==> src/hw/rtl/gamepad_mode_setup_and_stick_deadzone_core_assert.svh <==
// Assertion macros shared by the gamepad setup and deadzone core
`ifndef GAMEPAD_MODE_SETUP_AND_STICK_DEADZONE_CORE_ASSERT_SVH
`define GAMEPAD_MODE_SETUP_AND_STICK_DEADZONE_CORE_ASSERT_SVH

// same-cycle implication, checked out of reset
`define GMSD_ASSERT_NOW(lbl, ante, cons, msg) \
  lbl: assert property (@(posedge clk) disable iff (rst) (ante) |-> (cons)) \
    else $error(msg);

// next-cycle implication, checked out of reset
`define GMSD_ASSERT_NEXT(lbl, ante, cons, msg) \
  lbl: assert property (@(posedge clk) disable iff (rst) (ante) |=> (cons)) \
    else $error(msg);

`endif

==> src/hw/rtl/gmsd_pkg.sv <==
// Types, phase codes and constants for the gamepad setup and deadzone core
package gmsd_pkg;

  localparam int PhaseW = 3;
  localparam int AxisW  = 8;
  localparam int NumAxes = 4;

  localparam logic [PhaseW-1:0] PH_DETECT    = 3'd0;
  localparam logic [PhaseW-1:0] PH_STD_CHECK = 3'd1;
  localparam logic [PhaseW-1:0] PH_STD_SET   = 3'd2;
  localparam logic [PhaseW-1:0] PH_STD_WAIT  = 3'd3;
  localparam logic [PhaseW-1:0] PH_PRS_CHECK = 3'd4;
  localparam logic [PhaseW-1:0] PH_PRS_SET   = 3'd5;
  localparam logic [PhaseW-1:0] PH_PRS_WAIT  = 3'd6;
  localparam logic [PhaseW-1:0] PH_READY     = 3'd7;

  localparam logic [1:0] REQ_FAILED   = 2'd1;
  localparam logic [1:0] REQ_COMPLETE = 2'd2;

  localparam logic [7:0] ID_STANDARD = 8'd4;
  localparam logic [7:0] ID_PRESSURE = 8'd7;

  // raw byte limits of the deadzone: centre 128, -42..+42 reads as zero
  localparam logic [7:0] DZ_POS_FIRST = 8'd171;
  localparam logic [7:0] DZ_POS_BASE  = 8'd170;
  localparam logic [7:0] DZ_NEG_LAST  = 8'd85;
  localparam logic [7:0] DZ_NEG_BASE  = 8'd86;
  // 127/85 as a 20-bit fixed-point factor, rounded up
  localparam logic [20:0] SCALE_MUL = 21'd1566696;

  typedef struct packed {
    logic        port_stable;
    logic [7:0]  current_id;
    logic [7:0]  extended_id;
    logic        has_modes;
    logic        mode_set_accepted;
    logic [1:0]  request_state;
    logic        press_capable;
    logic        press_accepted;
    logic        read_ok;
    logic [15:0] button_bytes;
    logic [31:0] stick_bytes;
  } poll_t;

  typedef struct packed {
    logic [15:0]       buttons_pressed;
    logic signed [7:0] right_x;
    logic signed [7:0] right_y;
    logic signed [7:0] left_x;
    logic signed [7:0] left_y;
    logic [2:0]        setup_phase;
    logic [15:0]       previous_buttons;
  } report_t;

  typedef struct packed {
    logic show;
    logic capture;
  } seq_status_t;

endpackage

==> src/hw/rtl/gamepad_mode_setup_and_stick_deadzone_core.sv <==
// Top level of the gamepad mode setup and stick deadzone core
// One poll beat in, one report beat out. A poll is taken every cycle when the
// output side keeps up: the sequencer and the four parallel axis lanes settle
// in the cycle of acceptance and the report is registered in the output
// register or skid. A two-entry output buffer (register plus skid) lets a new
// poll in while one report waits; in_stall rises only once both entries are
// full. Axes are zero and buttons_pressed is zero outside the ready phase or
// while the port is unstable; a failed report read keeps the last stick bytes.
module gamepad_mode_setup_and_stick_deadzone_core
  import gmsd_pkg::*;
(
  input  logic    clk,
  input  logic    rst,
  input  logic    in_valid,
  output logic    in_stall,
  input  poll_t   in_data,
  output logic    out_valid,
  input  logic    out_stall,
  output report_t out_data
);

  logic              accept;
  logic              pop;
  logic [2:0]        phase;
  logic [2:0]        phase_next;
  seq_status_t       status;
  logic [31:0]       held_sticks;
  logic [31:0]       held_sticks_next;
  logic [15:0]       last_buttons;
  logic [15:0]       buttons_next;
  logic signed [7:0] axes [NumAxes];
  report_t           result;
  logic              skid_valid;
  report_t           skid_data;

  assign in_stall = skid_valid;
  assign accept   = in_valid && !in_stall;
  assign pop      = out_valid && !out_stall;

  gmsd_phase_seq u_seq (
    .clk        (clk),
    .rst        (rst),
    .advance    (accept),
    .poll       (in_data),
    .phase      (phase),
    .phase_next (phase_next),
    .status     (status)
  );

  assign held_sticks_next = status.capture ? in_data.stick_bytes : held_sticks;
  assign buttons_next     = status.capture ? ~in_data.button_bytes : 16'h0000;

  for (genvar i = 0; i < NumAxes; i++) begin : g_lane
    gmsd_axis_lane u_lane (
      .raw  (held_sticks_next[AxisW*(NumAxes-i)-1 -: AxisW]),
      .show (status.show),
      .axis (axes[i])
    );
  end

  // merge lane outputs into one report
  always_comb begin
    result.buttons_pressed  = buttons_next;
    result.right_x          = axes[0];
    result.right_y          = axes[1];
    result.left_x           = axes[2];
    result.left_y           = axes[3];
    result.setup_phase      = phase_next;
    result.previous_buttons = last_buttons;
  end

  always_ff @(posedge clk) begin
    if (rst) begin
      held_sticks  <= '0;
      last_buttons <= '0;
    end else if (accept) begin
      held_sticks  <= held_sticks_next;
      last_buttons <= buttons_next;
    end
  end

  always_ff @(posedge clk) begin
    if (rst) begin
      out_valid  <= 1'b0;
      skid_valid <= 1'b0;
    end else if (pop) begin
      if (skid_valid) begin
        out_data   <= skid_data;
        skid_valid <= 1'b0;
      end else begin
        out_valid <= accept;
        if (accept) out_data <= result;
      end
    end else if (accept) begin
      if (!out_valid) begin
        out_valid <= 1'b1;
        out_data  <= result;
      end else begin
        skid_valid <= 1'b1;
        skid_data  <= result;
      end
    end
  end

`include "gamepad_mode_setup_and_stick_deadzone_core_assert.svh"

  `GMSD_ASSERT_NOW(a_skid_behind_main, skid_valid, out_valid, "skid beat held with empty output")
  `GMSD_ASSERT_NOW(a_capture_ready, status.capture, phase == PH_READY, "capture outside ready")
  `GMSD_ASSERT_NEXT(a_sticks_held, accept && status.capture, held_sticks == $past(in_data.stick_bytes), "stick bytes not captured")

endmodule

==> src/hw/rtl/gmsd_axis_lane.sv <==
// One stick axis lane: deadzone and 127/85 scaling of a raw byte
module gmsd_axis_lane
  import gmsd_pkg::*;
(
  input  logic [7:0]        raw,
  input  logic              show,
  output logic signed [7:0] axis
);

  logic [6:0]  mag;
  logic        neg;
  logic        live;
  logic [27:0] prod;
  logic [7:0]  quot;

  always_comb begin
    mag  = '0;
    neg  = 1'b0;
    live = 1'b0;
    if (raw >= DZ_POS_FIRST) begin
      mag  = 7'(raw - DZ_POS_BASE);
      live = 1'b1;
    end else if (raw <= DZ_NEG_LAST) begin
      mag  = 7'(DZ_NEG_BASE - raw);
      neg  = 1'b1;
      live = 1'b1;
    end
  end

  assign prod = 28'(mag) * 28'(SCALE_MUL);
  assign quot = prod[27:20];

  always_comb begin
    if (!show || !live) begin
      axis = '0;
    end else if (neg) begin
      axis = $signed(8'(~quot + 8'd1));
    end else begin
      axis = $signed(quot);
    end
  end

endmodule

==> src/hw/rtl/gmsd_phase_seq.sv <==
// Detection and mode setup sequencer for one controller port
module gmsd_phase_seq
  import gmsd_pkg::*;
(
  input  logic        clk,
  input  logic        rst,
  input  logic        advance,
  input  poll_t       poll,
  output logic [2:0]  phase,
  output logic [2:0]  phase_next,
  output seq_status_t status
);

  logic [7:0] id;

  assign id = (poll.extended_id != 8'd0) ? poll.extended_id : poll.current_id;

  always_comb begin
    phase_next = phase;
    unique case (phase)
      PH_DETECT: begin
        if (poll.port_stable && poll.current_id != 8'd0) begin
          if (id == ID_STANDARD) begin
            phase_next = PH_STD_CHECK;
          end else if (id == ID_PRESSURE) begin
            phase_next = PH_PRS_CHECK;
          end else begin
            phase_next = PH_READY;
          end
        end
      end
      PH_STD_CHECK: begin
        if (!poll.has_modes) begin
          phase_next = PH_READY;
        end else begin
          phase_next = poll.mode_set_accepted ? PH_STD_WAIT : PH_STD_SET;
        end
      end
      PH_STD_SET: begin
        if (poll.mode_set_accepted) phase_next = PH_STD_WAIT;
      end
      PH_STD_WAIT: begin
        if (poll.request_state == REQ_FAILED) begin
          phase_next = PH_STD_SET;
        end else if (poll.request_state == REQ_COMPLETE) begin
          phase_next = PH_DETECT;
        end
      end
      PH_PRS_CHECK: begin
        phase_next = poll.press_capable ? PH_PRS_SET : PH_READY;
      end
      PH_PRS_SET: begin
        if (poll.press_accepted) phase_next = PH_PRS_WAIT;
      end
      PH_PRS_WAIT: begin
        if (poll.request_state == REQ_FAILED) begin
          phase_next = PH_PRS_SET;
        end else if (poll.request_state == REQ_COMPLETE) begin
          phase_next = PH_READY;
        end
      end
      PH_READY: begin
        phase_next = PH_READY;
      end
      default: begin
        phase_next = PH_DETECT;
      end
    endcase
  end

  assign status.show    = (phase == PH_READY) && poll.port_stable;
  assign status.capture = (phase == PH_READY) && poll.port_stable && poll.read_ok;

  always_ff @(posedge clk) begin
    if (rst) begin
      phase <= PH_DETECT;
    end else if (advance) begin
      phase <= phase_next;
    end
  end

endmodule
==> config.mk <==
export PLATFORM = sky130hd
export DESIGN_NAME = gamepad_mode_setup_and_stick_deadzone_core
export DESIGN_NICKNAME = d
export VERILOG_FILES = /design/src/hw/rtl/gmsd_pkg.sv /design/src/hw/rtl/gamepad_mode_setup_and_stick_deadzone_core.sv /design/src/hw/rtl/gmsd_axis_lane.sv /design/src/hw/rtl/gmsd_phase_seq.sv
export VERILOG_INCLUDE_DIRS = /design/src /design/src/hw/rtl
export SDC_FILE = /design/constraint.sdc
export NUM_CORES = 1
export LEC_CHECK = 0
export BUFFER_PORTS_ARGS = -buffer_cell sky130_fd_sc_hd__buf_2
export CORE_MARGIN = 2
export CORE_UTILIZATION = 50
export CTS_BUF_LIST = sky130_fd_sc_hd__clkbuf_4 sky130_fd_sc_hd__clkbuf_8
export DETAILED_ROUTE_END_ITERATION = 8
export PLACE_DENSITY = 0.7
export SLEW_MARGIN = 20
export SYNTH_ARGS = -nofsm -noshare
export SYNTH_HDL_FRONTEND = slang
export SYNTH_SLANG_ARGS = --single-unit
export TNS_END_PERCENT = 50
==> constraint.sdc <==
create_clock -name clk -period 10.7 [get_ports clk]
set_input_delay 2.14 -clock clk [delete_from_list [all_inputs] [get_ports clk]]
set_output_delay 2.14 -clock clk [all_outputs]
set_load 0.1 [all_outputs]
# After elaboration in Yosys (flattened, before gate mapping)
# Index checks and enable logic that the tools add are counted.
# classes
mux	52
addsub	12
multipliers	4
magnitude_cmp	8
eq_ne	13
reduce_logical	26
bitwise	7
# op_table
operator	n
2-to-1 mux 67 bit	5
multiplier 7 x 18 -> 25 bit, second input constant	4
2-to-1 mux 8 bit	9
2-to-1 mux 7 bit	8
adder 8 x 1 -> 8 bit, second input constant	4
>= comparator 8 bit, second input constant	4
<= comparator 8 x 7 -> 1 bit, second input constant	4
2-to-1 mux 32 bit	1
inverter 8 bit	4
subtractor 7 x 6 -> 7 bit, second input constant	4
subtractor 7 bit, first input constant	4
2-to-1 mux 3 bit	9
one-hot mux 3 bit (8 select lines)	1
equality test 8 x 3 -> 1 bit, second input constant	2
2-to-1 mux 1 bit	16
2-to-1 mux 16 bit	1
inverter 16 bit	1
nonzero test 8 bit	2
equality test 3 bit, second input constant	4
AND reduction 4 bit	2
logical NOT 1 bit	7
equality test 3 x 2 -> 1 bit, second input constant	2
logical AND 1 bit	5
logical OR 1 bit	4
other kinds (11)	15
# word_totals
register_bits	187
in_bits	76
output_inout_bits	69

# Longest topological paths before layout
# Gate-level depths: netlist of run 1.
# depth
word_depth	15
ltp_mapped	37
depth_no_buf	34

# By module
# From an unflattened synthesis of run 1, not the netlist that was laid out.
# unflattened
cells_unflattened	1862
hier_area_um2	18640.4
# by_module_without_submodules
module	instances	cells_per_inst	area_each_um2
gamepad_mode_setup_and_stick_deadzone_core	1	486	7186.9
gmsd_axis_lane (g_lane[3].u_lane)	1	327	2866.5
gmsd_axis_lane (g_lane[2].u_lane)	1	324	2745.1
gmsd_axis_lane (g_lane[1].u_lane)	1	337	2736.4
gmsd_axis_lane (g_lane[0].u_lane)	1	328	2680.1
gmsd_phase_seq	1	60	425.4

# Worst setup path after synthesis of run 1
# Ideal clock, no wire load.
# synth_path
kind	input port to flip-flop
startpoint	input port in_data[48] (netlist bit)
endpoint	register out_data[41] (netlist bit), data pin
t_required_ps	10431
path_slack_ps	1091
arrival_time_ps	9340
stages	32
path_buffers	2
cell_sequence	buf_4 inv_2 nor2_2 buf_2 mux2i_1 inv_1 ha_1 a31o_2 o2bb2ai_2 nand2_1 o21ai_0 o22ai_1 o21ai_0 fa_1 inv_1 fa_1 fa_1 inv_1 fa_1 inv_1 ha_1 a21oi_1 o22ai_1 o21a_1 a311o_1 xnor2_1 ha_1 or3b_1 a31o_1 o31ai_1 xor2_1 o31ai_1
# synth_between
elab_chain_cells	13
# synth_rtl
element	line_no	source
from (decl)	gamepad_mode_setup_and_stick_deadzone_core.sv:16	input poll_t in_data,
logical AND 1 bit (*)	gmsd_phase_seq.sv:72	assign status.capture = (phase == PH_READY) && poll.port_stable && poll.read_ok;
2-to-1 mux 32 bit (*)	gamepad_mode_setup_and_stick_deadzone_core.sv:50	assign held_sticks_next = status.capture ? in_data.stick_bytes : held_sticks;
net g_lane[1].u_lane.raw[1]	gmsd_axis_lane.sv:5	input logic [7:0] raw,
subtractor 7 bit / <= comparator 8 x 7 -> 1 bit (equally long branches)	gmsd_axis_lane.sv:24, gmsd_axis_lane.sv:23	
2-to-1 mux 7 bit	gmsd_axis_lane.sv:23	end else if (raw <= DZ_NEG_LAST) begin
2-to-1 mux 7 bit	gmsd_axis_lane.sv:20	if (raw >= DZ_POS_FIRST) begin
multiplier 7 x 18 -> 25 bit	gmsd_axis_lane.sv:30	assign prod = 28'(mag) * 28'(SCALE_MUL);
inverter 8 bit	gmsd_axis_lane.sv:37	axis = $signed(8'(~quot + 8'd1));
adder 8 x 1 -> 8 bit	gmsd_axis_lane.sv:37	
2-to-1 mux 8 bit	gmsd_axis_lane.sv:36	end else if (neg) begin
2-to-1 mux 8 bit (*)	gmsd_axis_lane.sv:34	if (!show || !live) begin
2-to-1 mux 67 bit (on tied branches)	gamepad_mode_setup_and_stick_deadzone_core.sv:95, gamepad_mode_setup_and_stick_deadzone_core.sv:92	
2-to-1 mux 67 bit (on tied branches)	gamepad_mode_setup_and_stick_deadzone_core.sv:94, gamepad_mode_setup_and_stick_deadzone_core.sv:87	
2-to-1 mux 67 bit (*)	gamepad_mode_setup_and_stick_deadzone_core.sv:86	end else if (pop) begin
to (signal assigned)	gamepad_mode_setup_and_stick_deadzone_core.sv:88	out_data <= skid_data;
to (signal assigned)	gamepad_mode_setup_and_stick_deadzone_core.sv:92	if (accept) out_data <= result;
to (signal assigned)	gamepad_mode_setup_and_stick_deadzone_core.sv:97	out_data <= result;
to (decl)	gamepad_mode_setup_and_stick_deadzone_core.sv:19	output report_t out_data
# Mark *: on every way through the listed nets, which the timed path passes. The rest lies on a longest branch. The select of a mux whose other input is x is not followed.
# A chain may end at the register's enable or synchronous reset.

# Final worst setup path of run 1
# layout_path
startpoint	input port in_data[71] (netlist bit)
endpoint	register out_data[41] (netlist bit), data pin
# layout_between
elab_chain_cells	14
# layout_rtl
element	line_no
logical AND 1 bit (*) (2 in a row)	gmsd_phase_seq.sv:72
2-to-1 mux 32 bit (*)	gamepad_mode_setup_and_stick_deadzone_core.sv:50
net g_lane[1].u_lane.raw[1]	gmsd_axis_lane.sv:5
subtractor 7 bit / <= comparator 8 x 7 -> 1 bit (equally long branches)	gmsd_axis_lane.sv:24, gmsd_axis_lane.sv:23
2-to-1 mux 7 bit	gmsd_axis_lane.sv:23
2-to-1 mux 7 bit	gmsd_axis_lane.sv:20
multiplier 7 x 18 -> 25 bit	gmsd_axis_lane.sv:30
inverter 8 bit	gmsd_axis_lane.sv:37
adder 8 x 1 -> 8 bit	gmsd_axis_lane.sv:37
2-to-1 mux 8 bit	gmsd_axis_lane.sv:36
2-to-1 mux 8 bit (*)	gmsd_axis_lane.sv:34
2-to-1 mux 67 bit (on tied branches)	gamepad_mode_setup_and_stick_deadzone_core.sv:95, gamepad_mode_setup_and_stick_deadzone_core.sv:92
2-to-1 mux 67 bit (on tied branches)	gamepad_mode_setup_and_stick_deadzone_core.sv:94, gamepad_mode_setup_and_stick_deadzone_core.sv:87
2-to-1 mux 67 bit (*)	gamepad_mode_setup_and_stick_deadzone_core.sv:86
# Marked as above.

==> run summary, run 1 <==
Max-Cap Viols: 0
layout cells sized above 1: 13.0%
Syn Area/Cell: 9.27 um2
DRC: 0
Final GP Congestion: 0.948
Ys Warns: 0
Clk Latency, worst-skew pair: 0.48 ns
number of cell rows: 70
status: finished clean
CP startpoint: in_data[71]
RSZ-0062 raised after global routing: no
CTS sink cnt: 187
max layer used: met4
Tmin final: 9.80 ns
HPWL Detailed: 36500 um
vias in the first global route: 15.2k
# H-tree levels: 4
Nets: 2558
Chip Width: 197 um
hold buffer count at CTS: 0
Fmax achieved: 102 MHz
Setup crit end kind: register
WP data arrival: 10.01 ns
critical path required time: 10.91 ns
Worst Tran Pin Value: 1.06 ns
Critical Path Start Type: input pin
Initial Utilization: 50.9%
drt pass-1 iters: 5
Hold Violations, Final: 0
commonest non-fill, non-tap cells in the layout: inv_1 (264), ha_1 (220), nand2_1 (218)
CTS tree: done
Via density: 5.74
Worst Hold Class: register to register
ys flop type: edfxtp_1
GR Util All Layers: 24.0%
final period utilization: 91.6%
most used cell, CP: ha_1
clk buf depth: 2
First DRT Iteration DRCs: 1029
Worst slew margin: 29.4%
port buffer count: 144
largest net degree at the start of global routing: 68
Max Clock Skew: 0.0234 ns
WL per Instance: 17.4 um
clock-pin slew on the worst setup and hold paths: 0.11 ns
asr flop ratio synth: 0%
die outline area: 38900 um2
ANT nets after route: 0
Synth cell types: 100
I/O Pins: 145
TNS Setup: 0 ns
first-pass GRT wire length: 75400 um
fillcell total: 3305
commonest non-fill, non-tap cell in the layout: inv_1
Root Buffer: clkbuf_8
Multi-input gate area: 12300 um2
core area: 36700 um2
met3 WL: 2350 um
Area Growth Syn to Fin: 8.78%
Final Routed Wirelength: 45700 um
CP max stage delay: 0.57 ns
GRT Residual Overflow: 0
Syn Std Cell Area: 18700 um2
final slew viol count: 0
Setup CP Type: input pin to register
Final Setup Violations: 0
DR vias: 15.1k
FF+latch area: 5080 um2
maximum fanout along the worst path: 10
hold_sp: last_buttons[1]
PostCTS Resize Cnt: 0
initial antenna violation count: 4
Met1 Routed Length: 21000 um
post-synthesis cell count: 2015
EDFF count, synth: 134
sequential area share after synthesis: 27.2%
postcts setup bufs: 0
syn_nets: 2436
Inserted Clock Buffers: 17
Slowest cell on crit path: fa_1
post-synthesis register bit count: 187
metal2 WL: 21300 um
Die Y: 197 um
worst r2r src: u_seq.phase[1]
-- area by class of cell --
| type | instances | area share [%] |
|---|---|---|
| antenna | 4 | 0.0493 |
| clock buffer | 17 | 1.15 |
| clock inverter | 15 | 0.955 |
| inverter | 266 | 4.91 |
| multi-input combinational | 1502 | 60.8 |
| sequential | 187 | 25.0 |
| tap | 468 | 2.88 |
| timing repair buffer | 163 | 4.25 |
-- kinds of logic after synthesis --
kind of cell | synth area share (%)
AND/OR/NAND/NOR | 14.1
AO/OA/AOI/OAI | 17.3
adder cells (fa/ha/maj) | 28.1
buffers and inverters | 6.90
flip-flops | 27.2
XOR/XNOR | 3.80
multiplexers | 2.54
-- cell usage after synthesis (26+ instances only) --
cell | instances | area [um2]
dfxtp_1 | 53 | 1060
a21oi_1 | 120 | 601
mux2i_1 | 26 | 260
ha_1 | 220 | 2750
clkbuf_1 | 38 | 143
inv_1 | 264 | 991
xor2_1 | 34 | 298
a211oi_1 | 30 | 225
nor3_1 | 37 | 185
nor2_1 | 161 | 604
edfxtp_1 | 134 | 4020
nand2_1 | 220 | 826
nand3_1 | 38 | 190
xnor2_1 | 47 | 412
o21ai_0 | 61 | 305
fa_1 | 125 | 2500
a21o_1 | 33 | 248
-- critical path, delay by kind of cell --
family | cells | cell delay, ns
compound gates | 12 | 3.07
fa+ha+maj | 7 | 2.37
simple gates | 5 | 0.96
buf+inv | 4 | 0.58
xor+xnor | 3 | 0.53
mux | 1 | 0.34
-- flip-flops by register name, indices dropped and copies added, names as in the netlist --
signal,count
in_stall,1
out_data,67
held_sticks,32
skid_data,67
u_seq.phase,3
out_valid,1
last_buttons,16
-- metrics by stage --
stage               area (um2)  cells  worst slack (ns)  utilization, %  hold WS (ns)
finish                   20300   2622             0.896            55.4         0.465
detailed placement       19900   2586             0.461            54.2         0.446
global route             20300   2620             0.264            55.3         0.486
CTS                      20300   2618             0.967            55.3         0.472
floorplan                18700   2015              1.09               -         0.430
global placement         19900   2586             0.582            54.2         0.438
-- per-layer routing --
metal,vias to the layer above,global-route usage (%)
li1,7311,-
met4,0,7.38
met2,460,40.3
met5,-,0
met1,7222,32.7
met3,67,2.71
-- worst paths after layout --
path / end / depth (start not counted) / slack, ns
setup / recovery: out_data[41] / 32 / 0.90
hold reg to reg: skid_data[1] / 0 / 0.47
setup reg to reg: out_data[26] / 31 / 2.10
hold / removal: skid_data[1] / 0 / 0.47
Power of run 1 is left out: the tool's default activity adds up to more than one toggle a clock period on the data nets, which glitch-free logic cannot reach.
==> inputs of run 2 (changes only) <==
--- a/config.mk
+++ b/config.mk
@@ -7,9 +7,11 @@
 export NUM_CORES = 1
 export LEC_CHECK = 0
 export BUFFER_PORTS_ARGS = -buffer_cell sky130_fd_sc_hd__buf_2
+export CORE_ASPECT_RATIO = 0.9
 export CORE_MARGIN = 2
 export CORE_UTILIZATION = 50
 export CTS_BUF_LIST = sky130_fd_sc_hd__clkbuf_4 sky130_fd_sc_hd__clkbuf_8
+export CTS_CLUSTER_DIAMETER = 60
 export DETAILED_ROUTE_END_ITERATION = 8
 export PLACE_DENSITY = 0.7
 export SLEW_MARGIN = 20
==> run 2 against run 1 <==
- clock skew decreased by 0.0017 ns
- first-iteration DRC count rose by 9.5%
- maximum frequency down 1.9%
- flip-flop and latch count did not move
- register-to-register slack got worse by 0.20 ns
- sequential share of layout area barely moved
- global-route usage is 0.12 points lower
- final cell count is 0.46% higher
- core utilization decreased by 0.55 points
==> run summary, run 2 (synthesis results as in run 1) <==
clk buf depth: 2
Slowest cell on crit path: fa_1
drt pass-1 iters: 5
Final GP Congestion: 0.892
first-pass GRT wire length: 75900 um
# H-tree levels: 4
Die Y: 187 um
Nets: 2556
TNS Setup: 0 ns
Max-Cap Viols: 0
ANT nets after route: 0
Chip Width: 208 um
hold buffer count at CTS: 0
GRT Residual Overflow: 0
Post-DP Area: 19900 um2
DR vias: 15.0k
commonest non-fill, non-tap cell in the layout: inv_1
final period utilization: 93.4%
Inserted Clock Buffers: 17
layout cells sized above 1: 13.0%
Multi-input gate area: 12400 um2
number of cell rows: 67
Worst slew margin: 27.2%
WL per Instance: 17.4 um
Via density: 5.68
Tmin final: 9.99 ns
vias in the first global route: 14.9k
First DRT Iteration DRCs: 1127
postcts setup bufs: 0
Max Clock Skew: 0.0216 ns
PostCTS Resize Cnt: 0
Setup CP Type: input pin to register
maximum fanout along the worst path: 15
commonest non-fill, non-tap cells in the layout: inv_1 (264), ha_1 (220), nand2_1 (218)
Worst Tran Pin Value: 1.09 ns
Area Growth Syn to Fin: 8.74%
critical path required time: 10.94 ns
Final Routed Wirelength: 45800 um
FF+latch area: 5080 um2
Final Setup Violations: 0
Setup crit end kind: register
GR Util All Layers: 23.9%
final slew viol count: 0
HPWL Detailed: 36500 um
Worst Hold Class: register to register
CTS tree: done
WP data arrival: 10.23 ns
Clk Latency, worst-skew pair: 0.49 ns
cell area after layout: 20300 um2
RSZ-0062 raised after global routing: no
most used cell, CP: inv_1
fillcell total: 3366
clock-pin slew on the worst setup and hold paths: 0.11 ns
I/O Pins: 145
core area: 37100 um2
DRC: 0
Critical Path Start Type: input pin
largest net degree at the start of global routing: 57
die outline area: 38900 um2
port buffer count: 144
Initial Utilization: 50.4%
Hold Violations, Final: 0
CTS sink cnt: 187
CP max stage delay: 0.64 ns
initial antenna violation count: 6
final hold slack: 0.467 ns
status: finished clean
biggest regs: out_data (67), skid_data (67), held_sticks (32)
Fmax achieved: 100 MHz
Root Buffer: clkbuf_8
[run 2: changes by cell type in the layout (fill, tap and decap cells not counted), sizes merged]
| cell | previous run | this run |
|---|---|---|
| buf | 163 | 161 |
| inv | 273 | 275 |
| bufinv | 1 | 0 |
| clkinv | 7 | 6 |
| diode | 4 | 3 |
[run 2: final cells by class]
cell class                      count  share of cell area (%)
Timing Repair Buffer              161                    4.18
Clock buffer                       17                    1.15
Inverter                          266                    4.92
Clock inverter                     15                   0.875
Multi-Input combinational cell   1502                    60.8
Antenna cell                        3                  0.0370
Tap cell                          483                    2.98
Sequential cell                   187                    25.0
[run 2: critical path: cells and delay by family]
kind / cells / cell delay [ns]
compound gates: 12 / 2.57
xor+xnor: 2 / 0.37
fa+ha+maj: 6 / 2.28
buf+inv: 6 / 0.97
mux: 1 / 0.32
simple gates: 6 / 1.53
[run 2: path summary, 6_finish.rpt]
check	from	to	slack [ns]	cells after the start
setup reg to reg	u_seq.phase[2]	out_data[26]	1.90	32
setup / recovery	in_data[71]	out_data[26]	0.71	33
hold reg to reg	last_buttons[15]	skid_data[15]	0.47	0
hold / removal	last_buttons[15]	skid_data[15]	0.47	0
[run 2: per-stage QoR]
step	setup slack, ns	instances	utilization, %
2_1_floorplan	1.09	2015	-
3_3_place_gp	0.343	2599	53.7
3_5_place_dp	0.202	2599	53.7
4_1_cts	0.735	2631	54.8
5_1_grt	0.107	2631	54.8
6_report	0.706	2634	54.8
[run 2: per-layer routing]
layer | up-vias | GRT usage [%] | wire (um)
li1 | 7310 | - | -
met1 | 7150 | 32.6 | 21200
met2 | 438 | 39.4 | 20900
met3 | 58 | 4.67 | 2870
met4 | 6 | 5.54 | 797
met5 | - | 0 | 39
Power of run 2 is left out for the same reason.
==> inputs of run 3 (changes only) <==
--- a/config.mk
+++ b/config.mk
@@ -9,11 +9,11 @@
 export BUFFER_PORTS_ARGS = -buffer_cell sky130_fd_sc_hd__buf_2
 export CORE_ASPECT_RATIO = 0.9
 export CORE_MARGIN = 2
-export CORE_UTILIZATION = 50
+export CORE_UTILIZATION = 35
 export CTS_BUF_LIST = sky130_fd_sc_hd__clkbuf_4 sky130_fd_sc_hd__clkbuf_8
 export CTS_CLUSTER_DIAMETER = 60
 export DETAILED_ROUTE_END_ITERATION = 8
-export PLACE_DENSITY = 0.7
+export PLACE_DENSITY = 0.53
 export SLEW_MARGIN = 20
 export SYNTH_ARGS = -nofsm -noshare
 export SYNTH_HDL_FRONTEND = slang
==> run 3 against run 2 <==
- clock skew is 0.012 ns higher
- cell area is 1.4% higher
- flip-flop and latch count stayed put
- setup slack better by 0.25 ns
- highest routed layer unchanged
==> run summary, run 3 (synthesis results as in run 1) <==
status: finished clean
reg-to-reg endpoint: out_data[33]
port buffer count: 144
final period utilization: 91.1%
Area Growth Syn to Fin: 10.2%
Root Buffer: clkbuf_8
critical path required time: 10.95 ns
Fmax achieved: 103 MHz
first-pass GRT wire length: 78800 um
DRC: 0
Post-DP Area: 20200 um2
drt pass-1 iters: 5
Finished Core Util: 39.0%
Final GP Congestion: 0.936
fillcell total: 5323
clk buf depth: 2
biggest regs: out_data (67), skid_data (67), held_sticks (32)
CTS sink cnt: 187
core area: 52900 um2
final slew viol count: 0
Final Routed Wirelength: 49000 um
Critical Path Start Type: input pin
worst setup path end: out_data[33]
commonest non-fill, non-tap cells in the layout: inv_1 (264), ha_1 (220), nand2_1 (218)
Max Clock Skew: 0.0333 ns
Max-Cap Viols: 0
r2r setup slk: 2.11 ns
Clk Latency, worst-skew pair: 0.52 ns
Worst Tran Pin Value: 1.03 ns
Inserted Clock Buffers: 17
GR Util All Layers: 17.9%
commonest non-fill, non-tap cell in the layout: inv_1
PostCTS Resize Cnt: 0
maximum fanout along the worst path: 34
GRT Residual Overflow: 0
CTS tree: done
# H-tree levels: 4
layout cells sized above 1: 13.2%
die outline area: 55200 um2
cell area after layout: 20600 um2
TNS Setup: 0 ns
hold buffer count at CTS: 0
ANT nets after route: 0
initial antenna violation count: 5
met3 Track Usage GR: 2.77%
Worst slew margin: 31.2%
Initial Utilization: 35.3%
CP startpoint: in_data[71]
postcts setup bufs: 0
WP data arrival: 10.00 ns
vias in the first global route: 14.7k
Die Y: 223 um
Hold Violations, Final: 0
met2 Use GR: 27.8%
Tmin final: 9.75 ns
DR vias: 14.9k
Via density: 5.23
Worst Hold Class: register to register
First DRT Iteration DRCs: 1100
Slowest cell on crit path: fa_1
Setup CP Type: input pin to register
Nets: 2562
Chip Width: 247 um
Final Setup Violations: 0
WL per Instance: 17.2 um
I/O Pins: 145
largest net degree at the start of global routing: 68
HPWL Detailed: 39100 um
RSZ-0062 raised after global routing: no
GR Util met1: 26.1%
clock-pin slew on the worst setup and hold paths: 0.11 ns
CP max stage delay: 0.58 ns
number of cell rows: 80
GR peak layer: met2
worst r2r src: u_seq.phase[1]
reg2reg path depth: 34
Setup crit end kind: register
run 3: layout make-up:
class                      count  area (um2)  share of cell area, %
antenna                        1        2.50                 0.0122
clock buffer                  20         256                   1.25
clock inverter                12         123                  0.596
inverter                     266         998                   4.85
multi-input combinational   1502       12300                   60.0
sequential                   187        5080                   24.7
tap                          697         872                   4.24
timing repair buffer         167         906                   4.40
run 3: routing by layer:
| metal | wire length [um] | vias to the layer above |
|---|---|---|
| li1 | - | 7324 |
| met1 | 24300 | 7139 |
| met2 | 21400 | 402 |
| met3 | 2620 | 42 |
| met4 | 648 | 8 |
| met5 | 56 | - |
run 3: stage by stage:
step                      hold WS [ns]  instances  setup slack, ns
after floorplan                  0.430       2015             1.09
after global placement           0.436       2819            0.676
after detailed placement         0.445       2819            0.499
after CTS                        0.459       2851             1.02
after global routing             0.463       2851            0.430
final                            0.450       2852            0.954
run 3: how the worst min path moves through the flow:
stage	start	to	slack, ns	cells past startpoint
after floorplan	last_buttons[0]	skid_data[0]	0.43	0
after global placement	last_buttons[9]	skid_data[9]	0.44	0
after detailed placement	last_buttons[7]	skid_data[7]	0.45	0
after CTS	last_buttons[7]	skid_data[7]	0.46	0
after global routing	last_buttons[7]	skid_data[7]	0.46	0
final	last_buttons[12]	skid_data[12]	0.45	0
run 3: critical path: cells and delay by family:
| family | cells | cell delay (ns) |
|---|---|---|
| AOI/OAI and AO/OA | 12 | 2.54 |
| adders and majority gates | 7 | 2.35 |
| and+or+nand+nor | 6 | 0.91 |
| buffers and inverters | 6 | 0.88 |
| muxes | 2 | 0.82 |
| xor gates and xnor gates | 2 | 0.32 |
Power of run 3 is left out for the same reason.
